## src/hdl/q8dot_pkg.sv

```systemverilog
// ----------------------------------------------------------------------------
// q8dot_pkg
// Shared types and constants for the q8_0 block dot product core.
// ----------------------------------------------------------------------------
package q8dot_pkg;

  localparam int LANES_DEF      = 8;
  localparam int BYTES_PER_WORD = 8;
  localparam int SUM_W          = 21;
  localparam int PROD_W         = 16;
  localparam int HALF_W         = 16;
  localparam int FLT_W          = 32;
  localparam logic [FLT_W-1:0] CANON_NAN = 32'h7FC0_0000;

  typedef enum logic [3:0] {
    F_IDLE,
    F_MUL1,
    F_MUL2,
    F_LZC,
    F_TERM,
    F_ALIGN,
    F_ADD,
    F_LZC2,
    F_ROUND,
    F_DONE
  } fpu_state_t;

  // Closed block handed from the merge stage to the float unit
  typedef struct packed {
    logic                    start;
    logic                    row;
    logic signed [SUM_W-1:0] sum;
    logic [HALF_W-1:0]       wscale;
    logic [HALF_W-1:0]       ascale;
  } blk_req_t;

endpackage

```

## src/hdl/q8_0_block_dot_product_core.sv

```systemverilog
// ----------------------------------------------------------------------------
// q8_0_block_dot_product_core
// Row dot product of two q8_0 rows, eight byte pairs per transaction.
// ----------------------------------------------------------------------------
//  channel  signals                                        direction
//  item     item_valid/item_stall, weight_bytes, act_bytes, in
//           weight_scale, act_scale, block_end, row_end
//  dot      dot_valid/dot_stall, dot_value                  out
//
//  Chunks inside a block are taken one per cycle through the lane products.
//  A chunk that closes a block holds item_stall while the shared float unit
//  scales and accumulates the block sum, and at a row end until the result is emitted.
//  The dot_value register lets the next row start while a result waits.
//  Reset clears the block sum, the row sum and all valid flags.
// ----------------------------------------------------------------------------
module q8_0_block_dot_product_core import q8dot_pkg::*; #(
  parameter int LANES = LANES_DEF
) (
  input  logic             clk,
  input  logic             rst,
  input  logic             item_valid,
  output logic             item_stall,
  input  logic [63:0]      weight_bytes,
  input  logic [63:0]      act_bytes,
  input  logic [15:0]      weight_scale,
  input  logic [15:0]      act_scale,
  input  logic             block_end,
  input  logic             row_end,
  output logic             dot_valid,
  input  logic             dot_stall,
  output logic [31:0]      dot_value
);

  localparam int NL = (LANES < BYTES_PER_WORD) ? LANES : BYTES_PER_WORD;

  logic                     accept;
  logic                     s1_valid;
  logic                     s1_bend;
  logic                     s1_rend;
  logic [HALF_W-1:0]        s1_wscale;
  logic [HALF_W-1:0]        s1_ascale;
  logic signed [PROD_W-1:0] prods [NL];
  blk_req_t                 req;
  logic                     fpu_busy;

  assign item_stall = fpu_busy | req.start | (s1_valid & s1_bend);
  assign accept     = item_valid & ~item_stall;

  for (genvar g = 0; g < NL; g++) begin : g_lane
    q8dot_lane u_lane (
      .clk   (clk),
      .en    (accept),
      .wbyte (weight_bytes[8*g +: 8]),
      .abyte (act_bytes[8*g +: 8]),
      .prod  (prods[g])
    );
  end

  always_ff @(posedge clk) begin
    if (rst) begin
      s1_valid <= 1'b0;
    end else begin
      s1_valid <= accept;
    end
  end

  always_ff @(posedge clk) begin
    if (accept) begin
      s1_bend   <= block_end | row_end;
      s1_rend   <= row_end;
      s1_wscale <= weight_scale;
      s1_ascale <= act_scale;
    end
  end

  q8dot_merge #(.NL(NL)) u_merge (
    .clk       (clk),
    .rst       (rst),
    .s1_valid  (s1_valid),
    .s1_bend   (s1_bend),
    .s1_rend   (s1_rend),
    .s1_wscale (s1_wscale),
    .s1_ascale (s1_ascale),
    .prods     (prods),
    .req       (req)
  );

  q8dot_fpu u_fpu (
    .clk       (clk),
    .rst       (rst),
    .req       (req),
    .dot_stall (dot_stall),
    .busy      (fpu_busy),
    .dot_valid (dot_valid),
    .dot_value (dot_value)
  );

  a_start_idle: assert property (@(posedge clk) disable iff (rst)
    req.start |-> !fpu_busy)
    else $error("block closed while float unit busy");

  a_start_busy: assert property (@(posedge clk) disable iff (rst)
    req.start |=> fpu_busy)
    else $error("float unit did not take closed block");

  a_nan_canon: assert property (@(posedge clk) disable iff (rst)
    (dot_valid && (dot_value[30:23] == 8'hFF) && (dot_value[22:0] != 23'd0))
      |-> (dot_value == CANON_NAN))
    else $error("non-canonical NaN result");

endmodule

```

## src/hdl/q8dot_lane.sv

```systemverilog
// ----------------------------------------------------------------------------
// q8dot_lane
// One lane: signed byte by signed byte product, registered.
// ----------------------------------------------------------------------------
module q8dot_lane import q8dot_pkg::*; (
  input  logic                     clk,
  input  logic                     en,
  input  logic [7:0]               wbyte,
  input  logic [7:0]               abyte,
  output logic signed [PROD_W-1:0] prod
);

  always_ff @(posedge clk) begin
    if (en) begin
      prod <= $signed(wbyte) * $signed(abyte);
    end
  end

endmodule

```

## src/hdl/q8dot_merge.sv

```systemverilog
// ----------------------------------------------------------------------------
// q8dot_merge
// Merges the lane products into the exact block sum and closes blocks.
// ----------------------------------------------------------------------------
module q8dot_merge import q8dot_pkg::*; #(
  parameter int NL = LANES_DEF
) (
  input  logic                     clk,
  input  logic                     rst,
  input  logic                     s1_valid,
  input  logic                     s1_bend,
  input  logic                     s1_rend,
  input  logic [HALF_W-1:0]        s1_wscale,
  input  logic [HALF_W-1:0]        s1_ascale,
  input  logic signed [PROD_W-1:0] prods [NL],
  output blk_req_t                 req
);

  logic signed [SUM_W-1:0] block_sum;
  logic signed [SUM_W-1:0] total;

  always_comb begin
    total = block_sum;
    for (int i = 0; i < NL; i++) begin
      total = total + SUM_W'(prods[i]);
    end
  end

  always_ff @(posedge clk) begin
    if (rst) begin
      block_sum <= '0;
      req.start <= 1'b0;
    end else begin
      req.start <= s1_valid & s1_bend;
      if (s1_valid) begin
        // clear on block close, otherwise keep adding (wraps)
        block_sum <= s1_bend ? '0 : total;
      end
    end
    if (s1_valid && s1_bend) begin
      req.row    <= s1_rend;
      req.sum    <= total;
      req.wscale <= s1_wscale;
      req.ascale <= s1_ascale;
    end
  end

endmodule

```

## src/hdl/q8dot_fpu.sv

```systemverilog
// ----------------------------------------------------------------------------
// q8dot_fpu
// Scales a closed block sum and adds it to the single-precision row sum.
// ----------------------------------------------------------------------------
module q8dot_fpu import q8dot_pkg::*; (
  input  logic             clk,
  input  logic             rst,
  input  blk_req_t         req,
  input  logic             dot_stall,
  output logic             busy,
  output logic             dot_valid,
  output logic [FLT_W-1:0] dot_value
);

  fpu_state_t state, state_next;

  logic                    row;
  logic signed [SUM_W-1:0] bsum;
  logic [HALF_W-1:0]       ws;
  logic [HALF_W-1:0]       as;
  logic [SUM_W-1:0]        sabs;
  logic [21:0]             mm;
  logic [5:0]              esum;
  logic                    tsign;
  logic                    t_nan;
  logic                    t_inf;
  logic [41:0]             pp;
  logic [5:0]              psh;
  logic                    pzero;
  logic [FLT_W-1:0]        term;
  logic [FLT_W-1:0]        acc;
  logic [26:0]             xa;
  logic [26:0]             ya;
  logic [7:0]              xe;
  logic                    xs;
  logic                    sub;
  logic                    sp;
  logic [FLT_W-1:0]        spres;
  logic [27:0]             rr;
  logic [4:0]              shl;
  logic                    rmode;
  logic                    rzero;

  function automatic logic [5:0] lead_pos(input logic [41:0] v);
    logic [5:0] p;
    p = '0;
    for (int i = 0; i < 42; i++) begin
      if (v[i]) p = 6'(i);
    end
    return p;
  endfunction

  function automatic logic [4:0] lead_zeros(input logic [26:0] v);
    logic [4:0] z;
    z = 5'd27;
    for (int i = 0; i < 27; i++) begin
      if (v[i]) z = 5'(26 - i);
    end
    return z;
  endfunction

  // half decode for the scale multiply
  logic [4:0]  w_ef, a_ef;
  logic [9:0]  w_mf, a_mf;
  logic        w_nan, a_nan, w_inf, a_inf, w_zero, a_zero;
  logic [10:0] w_sig, a_sig;
  logic [4:0]  w_e1, a_e1;

  always_comb begin
    w_ef   = ws[14:10];
    a_ef   = as[14:10];
    w_mf   = ws[9:0];
    a_mf   = as[9:0];
    w_nan  = (w_ef == 5'h1F) && (w_mf != '0);
    a_nan  = (a_ef == 5'h1F) && (a_mf != '0);
    w_inf  = (w_ef == 5'h1F) && (w_mf == '0);
    a_inf  = (a_ef == 5'h1F) && (a_mf == '0);
    w_zero = (w_ef == '0) && (w_mf == '0);
    a_zero = (a_ef == '0) && (a_mf == '0);
    w_sig  = {w_ef != '0, w_mf};
    a_sig  = {a_ef != '0, a_mf};
    w_e1   = (w_ef == '0) ? 5'd1 : w_ef;
    a_e1   = (a_ef == '0) ? 5'd1 : a_ef;
  end

  // term rounding
  logic [41:0] tn;
  logic [23:0] tmant;
  logic        tinc;
  logic [8:0]  texp;
  logic [30:0] trnd;

  always_comb begin
    tn    = pp << psh;
    tmant = tn[41:18];
    tinc  = tn[17] & ((|tn[16:0]) | tmant[0]);
    texp  = 9'd118 + 9'(esum) - 9'(psh);
    trnd  = {texp[7:0], tmant[22:0]} + 31'(tinc);
  end

  // alignment and special cases of the add
  logic        c_anan, c_tnan, c_ainf, c_tinf, c_azero, c_tzero, c_swap;
  logic [31:0] c_x, c_y;
  logic [7:0]  c_xe, c_ye, c_d;
  logic [5:0]  c_dcl;
  logic [23:0] c_xm, c_ym;
  logic [49:0] c_z;
  logic        c_sp;
  logic [31:0] c_spres;

  always_comb begin
    c_anan  = (acc[30:23] == 8'hFF) && (acc[22:0] != '0);
    c_tnan  = (term[30:23] == 8'hFF) && (term[22:0] != '0);
    c_ainf  = (acc[30:23] == 8'hFF) && (acc[22:0] == '0);
    c_tinf  = (term[30:23] == 8'hFF) && (term[22:0] == '0);
    c_azero = (acc[30:0] == '0);
    c_tzero = (term[30:0] == '0);
    c_sp    = c_anan | c_tnan | c_ainf | c_tinf | c_azero | c_tzero;
    if (c_anan || c_tnan || (c_ainf && c_tinf && (acc[31] != term[31]))) begin
      c_spres = CANON_NAN;
    end else if (c_ainf) begin
      c_spres = acc;
    end else if (c_tinf) begin
      c_spres = term;
    end else if (c_azero && c_tzero) begin
      c_spres = {acc[31] & term[31], 31'b0};
    end else if (c_azero) begin
      c_spres = term;
    end else begin
      c_spres = acc;
    end
    c_swap = (term[30:0] > acc[30:0]);
    c_x    = c_swap ? term : acc;
    c_y    = c_swap ? acc : term;
    c_xe   = (c_x[30:23] == '0) ? 8'd1 : c_x[30:23];
    c_ye   = (c_y[30:23] == '0) ? 8'd1 : c_y[30:23];
    c_xm   = {c_x[30:23] != '0, c_x[22:0]};
    c_ym   = {c_y[30:23] != '0, c_y[22:0]};
    c_d    = c_xe - c_ye;
    c_dcl  = (c_d > 8'd50) ? 6'd50 : c_d[5:0];
    c_z    = {c_ym, 26'b0} >> c_dcl;
  end

  // final normalise and round
  logic [26:0] r_l;
  logic [23:0] r_mant;
  logic        r_inc;
  logic [8:0]  r_e, r_e9;
  logic [31:0] r_pre;
  logic [31:0] r_res;

  always_comb begin
    r_l = rr[26:0] << shl;
    if (rmode) begin
      r_mant = rr[27:4];
      r_inc  = rr[3] & ((|rr[2:0]) | r_mant[0]);
      r_e    = 9'(xe) + 9'd1;
    end else begin
      r_mant = r_l[26:3];
      r_inc  = r_l[2] & ((|r_l[1:0]) | r_mant[0]);
      r_e    = 9'(xe) - 9'(shl);
    end
    r_e9  = r_mant[23] ? r_e : 9'd0;
    r_pre = {r_e9, r_mant[22:0]} + 32'(r_inc);
    if (sp) begin
      r_res = spres;
    end else if (rzero) begin
      r_res = '0;
    end else if (r_pre[31:23] >= 9'd255) begin
      r_res = {xs, 8'hFF, 23'b0};
    end else begin
      r_res = {xs, r_pre[30:0]};
    end
  end

  logic [4:0] l_lz;
  logic [4:0] l_lim;

  always_comb begin
    l_lz  = lead_zeros(rr[26:0]);
    l_lim = (xe > 8'd28) ? 5'd27 : 5'(xe - 8'd1);
  end

  logic emit;
  assign emit = (state == F_DONE) && row && (!dot_valid || !dot_stall);
  assign busy = (state != F_IDLE);

  always_ff @(posedge clk) begin
    if (rst) begin
      state <= F_IDLE;
    end else begin
      state <= state_next;
    end
  end

  always_comb begin
    state_next = state;
    unique case (state)
      F_IDLE:  if (req.start) state_next = F_MUL1;
      F_MUL1:  state_next = F_MUL2;
      F_MUL2:  state_next = F_LZC;
      F_LZC:   state_next = F_TERM;
      F_TERM:  state_next = F_ALIGN;
      F_ALIGN: state_next = F_ADD;
      F_ADD:   state_next = F_LZC2;
      F_LZC2:  state_next = F_ROUND;
      F_ROUND: state_next = F_DONE;
      F_DONE:  if (!row || emit) state_next = F_IDLE;
      default: state_next = F_IDLE;
    endcase
  end

  always_ff @(posedge clk) begin
    if (rst) begin
      acc       <= '0;
      dot_valid <= 1'b0;
    end else begin
      if (state == F_ROUND) acc <= r_res;
      if (emit) begin
        acc       <= '0;
        dot_valid <= 1'b1;
      end else if (!dot_stall) begin
        dot_valid <= 1'b0;
      end
    end
  end

  always_ff @(posedge clk) begin
    case (state)
      F_IDLE: begin
        if (req.start) begin
          row  <= req.row;
          bsum <= req.sum;
          ws   <= req.wscale;
          as   <= req.ascale;
        end
      end
      F_MUL1: begin
        sabs  <= bsum[SUM_W-1] ? SUM_W'(-bsum) : SUM_W'(bsum);
        mm    <= w_sig * a_sig;
        esum  <= 6'(w_e1) + 6'(a_e1);
        tsign <= bsum[SUM_W-1] ^ ws[15] ^ as[15];
        t_nan <= w_nan | a_nan |
                 ((w_inf | a_inf) & (w_zero | a_zero | (bsum == '0)));
        t_inf <= w_inf | a_inf;
      end
      F_MUL2: pp <= 42'(sabs) * 42'(mm);
      F_LZC: begin
        psh   <= 6'd41 - lead_pos(pp);
        pzero <= (pp == '0);
      end
      F_TERM: begin
        if (t_nan) term <= CANON_NAN;
        else if (t_inf) term <= {tsign, 8'hFF, 23'b0};
        else if (pzero) term <= {tsign, 31'b0};
        else term <= {tsign, trnd};
      end
      F_ALIGN: begin
        sp    <= c_sp;
        spres <= c_spres;
        xa    <= {c_xm, 3'b0};
        ya    <= {c_z[49:24], |c_z[23:0]};
        xe    <= c_xe;
        xs    <= c_x[31];
        sub   <= c_x[31] ^ c_y[31];
      end
      F_ADD: rr <= sub ? ({1'b0, xa} - {1'b0, ya}) : ({1'b0, xa} + {1'b0, ya});
      F_LZC2: begin
        rmode <= rr[27];
        rzero <= (rr == '0);
        // stop at the subnormal boundary
        shl   <= (l_lz > l_lim) ? l_lim : l_lz;
      end
      default: ;
    endcase
    if (emit) begin
      dot_value <= ((acc[30:23] == 8'hFF) && (acc[22:0] != '0)) ? CANON_NAN : acc;
    end
  end

endmodule
```

## config.mk

```make
export PLATFORM = sky130hd
export DESIGN_NAME = q8_0_block_dot_product_core
export DESIGN_NICKNAME = d
export VERILOG_FILES = /design/src/hdl/q8dot_pkg.sv /design/src/hdl/q8_0_block_dot_product_core.sv /design/src/hdl/q8dot_lane.sv /design/src/hdl/q8dot_merge.sv /design/src/hdl/q8dot_fpu.sv
export SDC_FILE = /design/constraint.sdc
export NUM_CORES = 2
export LEC_CHECK = 0
export ABC_AREA = 1
export BUFFER_PORTS_ARGS = -buffer_cell sky130_fd_sc_hd__buf_2
export CORE_UTILIZATION = 59
export CTS_BUF_LIST = sky130_fd_sc_hd__clkbuf_4 sky130_fd_sc_hd__clkbuf_8 sky130_fd_sc_hd__clkbuf_16
export DETAILED_ROUTE_END_ITERATION = 10
export MAX_ROUTING_LAYER = met4
export PLACE_DENSITY = 0.79
export SLEW_MARGIN = 30
export SYNTH_ARGS = -nofsm -noshare
export SYNTH_HDL_FRONTEND = slang
export SYNTH_SLANG_ARGS = --single-unit
```

## constraint.sdc

```tcl
create_clock -name clk -period 8.98 [get_ports clk]
set_input_delay 1.796 -clock clk [delete_from_list [all_inputs] [get_ports clk]]
set_output_delay 1.796 -clock clk [all_outputs]
set_load 0.05 [all_outputs]
```

Yosys cells after proc, flatten, opt, wreduce, memory -nomap -nowiden
Cells that the tools add are included.
{ "totals": {"reg_bits": 624} }
{ "classes": {"eq_ne": 17, "magnitude_cmp": 5, "n_reduce_logical": 55, "bitwise_logic": 27, "add_sub_neg": 21, "mul": 10, "shifts": 3, "mux": 99} }
{ "ops": {"columns": ["operator", "count"], "rows": [
  ["32-bit 2-to-1 mux", 8],
  ["5-bit 2-to-1 mux", 36],
  ["21-bit by 16-bit adder with 21-bit output", 8],
  ["8-bit by 8-bit multiplier with 16-bit output", 8],
  ["4-bit 2-to-1 mux", 18],
  ["6-bit 2-to-1 mux", 12],
  ["31-bit logical NOT", 2],
  ["31-bit 2-to-1 mux", 2],
  ["50-bit by 6-bit right shift with 50-bit output", 1],
  ["23-bit logical NOT", 2],
  ["23-bit nonzero test", 2],
  ["42-bit logical NOT", 1],
  ["21-bit by 22-bit multiplier with 42-bit output", 1],
  ["42-bit by 6-bit << shifter with 41-bit output", 1],
  ["4-bit case mux with 10 select lines", 1],
  ["32-bit by 1-bit adder with 32-bit output", 1],
  ["31-bit by 1-bit adder with 31-bit output", 1],
  ["31-bit > comparator", 1],
  ["27-bit by 27-bit adder with 28-bit output", 1],
  ["28-bit logical NOT", 1],
  ["28-bit 2-to-1 mux", 1],
  ["27-bit by 27-bit subtractor with 28-bit output", 1],
  ["27-bit by 5-bit << shifter with 27-bit output", 1],
  ["24-bit 2-to-1 mux", 1],
  ["other kinds (52)", 125]
]} }

Logic depth before layout (Yosys ltp)
{ "logic_depth": {"depth_word": 43, "mapped_depth": 51, "depth_no_buf": 46} }

By module
From an unflattened synthesis, not the netlist that was laid out.
{ "hier_totals": {"cells_unflattened": 9667, "area_unflattened_um2": 78409.0} }
{ "by_module_without_submodules": {"columns": ["mod", "n_inst", "area_per_inst_um2", "cells_per_inst", "seq_area_each_um2"], "rows": [
  ["q8dot_fpu", 1, 44885.5, 5696, 11190.7],
  ["q8dot_lane", 8, 3199.3, 405, 480.5],
  ["q8dot_merge", 1, 6847.8, 689, 2062.0],
  ["q8_0_block_dot_product_core", 1, 1081.0, 42, 1041.0]
]} }

Least setup slack after synthesis
Ideal clock, no wire load.
{ "synth_path": {"path_kind": "input -> register", "from": "in item_valid", "to": "reg g_lane[0].u_lane.prod[0] (enable)", "arrival_time_ns": 8.517, "slack_ns": -0.222, "t_required_ns": 8.295, "stages": 2, "n_path_buf": 0, "setup_time_ns": 0.685, "path_cell_list": "inv_1 > nor2_1"} }
{ "synth_via": {"elab_chain_len": 1} }
{ "synth_lines": {"columns": ["item", "line", "rtl"], "rows": [
  ["from (decl)", "q8_0_block_dot_product_core.sv:21", "input logic item_valid,"],
  ["1-bit AND", "q8_0_block_dot_product_core.sv:47", "assign accept = item_valid & ~item_stall;"],
  ["net accept", "q8_0_block_dot_product_core.sv:36", "logic accept;"],
  ["to (signal assigned)", "q8dot_lane.sv:15", "prod <= $signed(wbyte) * $signed(abyte);"],
  ["to (decl)", "q8dot_lane.sv:10", "output logic signed [PROD_W-1:0] prod"]
]} }
The timed path passes the listed nets, and every way through them passes these cells.
A chain may end at the register's enable or synchronous reset.

Worst setup path after layout
{ "layout_path": {"from": "reg u_fpu.mm[8]", "to": "reg u_fpu.pp[41] (data pin)"} }
{ "layout_via": {"elab_chain_len": 1} }
{ "layout_lines": {"columns": ["item", "line", "rtl"], "rows": [
  ["from (decl)", "q8dot_fpu.sv:22", "logic [21:0] mm;"],
  ["from (signal assigned)", "q8dot_fpu.sv:240", "mm <= w_sig * a_sig;"],
  ["21-bit by 22-bit multiplier with 42-bit output", "q8dot_fpu.sv:247", "F_MUL2: pp <= 42'(sabs) * 42'(mm);"],
  ["to (signal assigned)", "q8dot_fpu.sv:247", null],
  ["to (decl)", "q8dot_fpu.sv:27", "logic [41:0] pp;"]
]} }
Every way passes these cells.

==> flow_summary.yaml <==
synth:
  ys_warn_count: 0
  syn_inst: 8993
  ys_seq_area_share_pct: 23.8
  syn_avg_cell_area_um2: 8.48
  synthArstFlopShare_pct: 0
  ys.flop_type: "edfxtp_1"
  synth_edf_count: 564
  synth-seq-cells: 624
  synth_nets: 10800
  netlist_area_um2: 76300
  synth.distinct_cells: 87
clock_tree:
  hold_buffers: 0
  postCtsSetupRepairBufs: 0
  clk_pin_slew_worst_paths_ns: 0.07
  ctsLongestPathBuffers: 3
  cts_resized: 0
  cts_tree: "done"
  h-tree-depth: 3
  cts_root_buffer: "clkbuf_16"
  cts_made_buffers: 70
  cts_sinks: 624
  clkLatencyLatePin_ns: 0.66
global_route:
  grt.overflow.total: 0
  grt_pass1_vias: 59200
  met3_usage_pct: 4.14
  grt_max_degree: 92
  grt_antenna_before_repair: 12
  use_met2_pct: 52.1
  grt_first_pass_wirelength_mm: 314
  grt_usage_pct: 31.6
  grt_use_met1_pct: 39.2
  busiest_layer: "met2"
route:
  drtPass1Iterations: 8
  drt_iter0_drc: 5202
  drt_wl_total_mm: 197
  wire_per_inst_um: 18.4
  postRouteAntennaNets: 0
  num_vias: 58500
  drc_errors: 0
  via_per_inst: 5.49
sta:
  skew_ns: 0.0420
  max_freq_mhz: 123
  finalCritPeriodShare_pct: 90.3
  max_slew_margin_pct: 31.9
  hold_violations: 0
  grt_setup_unrepaired: "false"
  tightest_slew_ns: 1.02
  fin_crit_ns: 8.11
  finalSetupViolations: 0
  drv_slew: 0
  layout_setup_ws_ns: 0.867
  finalSetupTns_ns: 0
final_layout:
  fin_nets: 10700
  synthToLayoutAreaGrowth_pct: 5.81
  drive_gt1_share_pct: 6.44
  fin_cells: 10700
  fin_util_pct: 63.1
  final_common_cell: "inv_1"
  layout_common_cells: "2,157 x inv_1, 1,962 x nand2_1, 1,026 x fa_1, 589 x ha_1, 564 x edfxtp_1"
die:
  io_pins: 200
  fp.dieW_um: 362
  core.rowCount: 131
  start_util_pct: 59.7
  dieArea_um2: 131000
  die_y_um: 362
  core_um2: 128000
worst_hold_path:
  hold_class: "flip-flop to flip-flop"
critical_path:
  crit_top_cell: "fa_1"
  crit_required_ns: 9.37
  criticalPathCategory: "flip-flop to flip-flop"
  worst-path-max-fanout: 21
  critPathArrivalTime_ns: 8.50
  endpoint_kind: "flip-flop"
  crit_slowest_cell: "edfxtp_1"
  critPathBufInv: 4
  cp_top_family: "adder cells"
  slowest_delay_ns: 0.94
  cp-start-kind: "flip-flop"
placed_design:
  gp_congestion: 1.00
  hpwl_mm: 160
  dp_cells: 10500
  port_buffers: 199
  dpl_worst_slack_ns: 1.02
run:
  cap_violations: 0
outcome:
  status: "completed"
-- registers in the layout (all words and copies together), names as in the netlist, 21 cells and up --
signal and flops:
u_fpu.term 32, u_merge.req 55, u_fpu.ya 27, u_fpu.bsum 21
u_fpu.sabs 21, g_lane.u_lane.prod 128, u_fpu.xa 24, u_fpu.pp 42
u_fpu.dot_value 32, u_fpu.mm 22, u_fpu.spres 32, u_fpu.rr 28
u_merge.block_sum 21, u_fpu.acc 32
-- synthesized netlist by cell type (all sizes together) (5+ instances only) --
cell / count / area [um2]
inv: 2173 / 8160
nand2: 1978 / 7460
fa: 1026 / 20500
ha: 589 / 7370
edfxtp: 564 / 16900
o21ai: 463 / 2350
a21oi: 398 / 2070
nor2: 387 / 1500
clkbuf: 343 / 1290
nand3: 230 / 1250
xor2: 187 / 1650
xnor2: 114 / 1010
or2: 69 / 434
dfxtp: 60 / 1200
nor3: 60 / 332
buf: 48 / 393
nand4: 41 / 284
nor4: 32 / 230
mux2i: 30 / 304
o22ai: 24 / 188
o21bai: 22 / 165
o211ai: 21 / 158
a31oi: 17 / 106
and2: 16 / 103
o21a: 15 / 113
a211oi: 13 / 97.6
o31ai: 10 / 75.1
o221ai: 7 / 61.3
clkinv: 6 / 22.5
a21boi: 5 / 37.5
-- cell families (layout without fill, tap and decap cells) --
logic type                 after synthesis  in the layout  synth area share (%)
AOI/OAI and AO/OA                     1028           1028                  7.50
and+or+nand+nor                       2822           2822                  15.3
muxes                                   30             30                 0.399
adders and majority gates             1615           1615                  36.6
other                                    0             13                     0
xor gates and xnor gates               301            301                  3.48
buffers and inverters                 2573           2569                  13.0
DFF                                    624            624                  23.8
-- cell type report --
class	count	area, um2
diodes	13	32.5
clock inverters	44	577
repair buffers	263	1520
well taps	1662	2080
multi-input cells	5796	48300
clock buffers	83	1870
fillers	10500	47100
flip-flops and latches	624	18100
inverters	2179	8180
-- layer usage --
layer / vias up / share of wire (%) / wire (um)
li1: 27300 / - / -
met1: 28400 / 39 / 75900
met2: 2429 / 49 / 95700
met3: 463 / 7.8 / 15400
met4: 0 / 4.9 / 9710
met5: - / 0 / 0
-- stage by stage --
stage	hold WS [ns]	area, um2
final	0.413	80700
after global routing	0.415	80700
after CTS	0.415	80700
after detailed placement	0.405	78200
after global placement	0.400	78200
after floorplan	0.400	76300
-- worst paths after layout --
check | from | end | slack, ns | cells past startpoint
setup / recovery | u_fpu.mm[8] | u_fpu.pp[41] | 0.87 | 27
hold / removal | s1_ascale[7] | u_merge.req[7] | 0.41 | 0
setup reg to reg | u_fpu.mm[8] | u_fpu.pp[41] | 0.87 | 27
hold reg to reg | s1_ascale[7] | u_merge.req[7] | 0.41 | 0
Power is not shown: default switching activity piles up to over one toggle a cycle in this logic, so the estimate is an artifact.
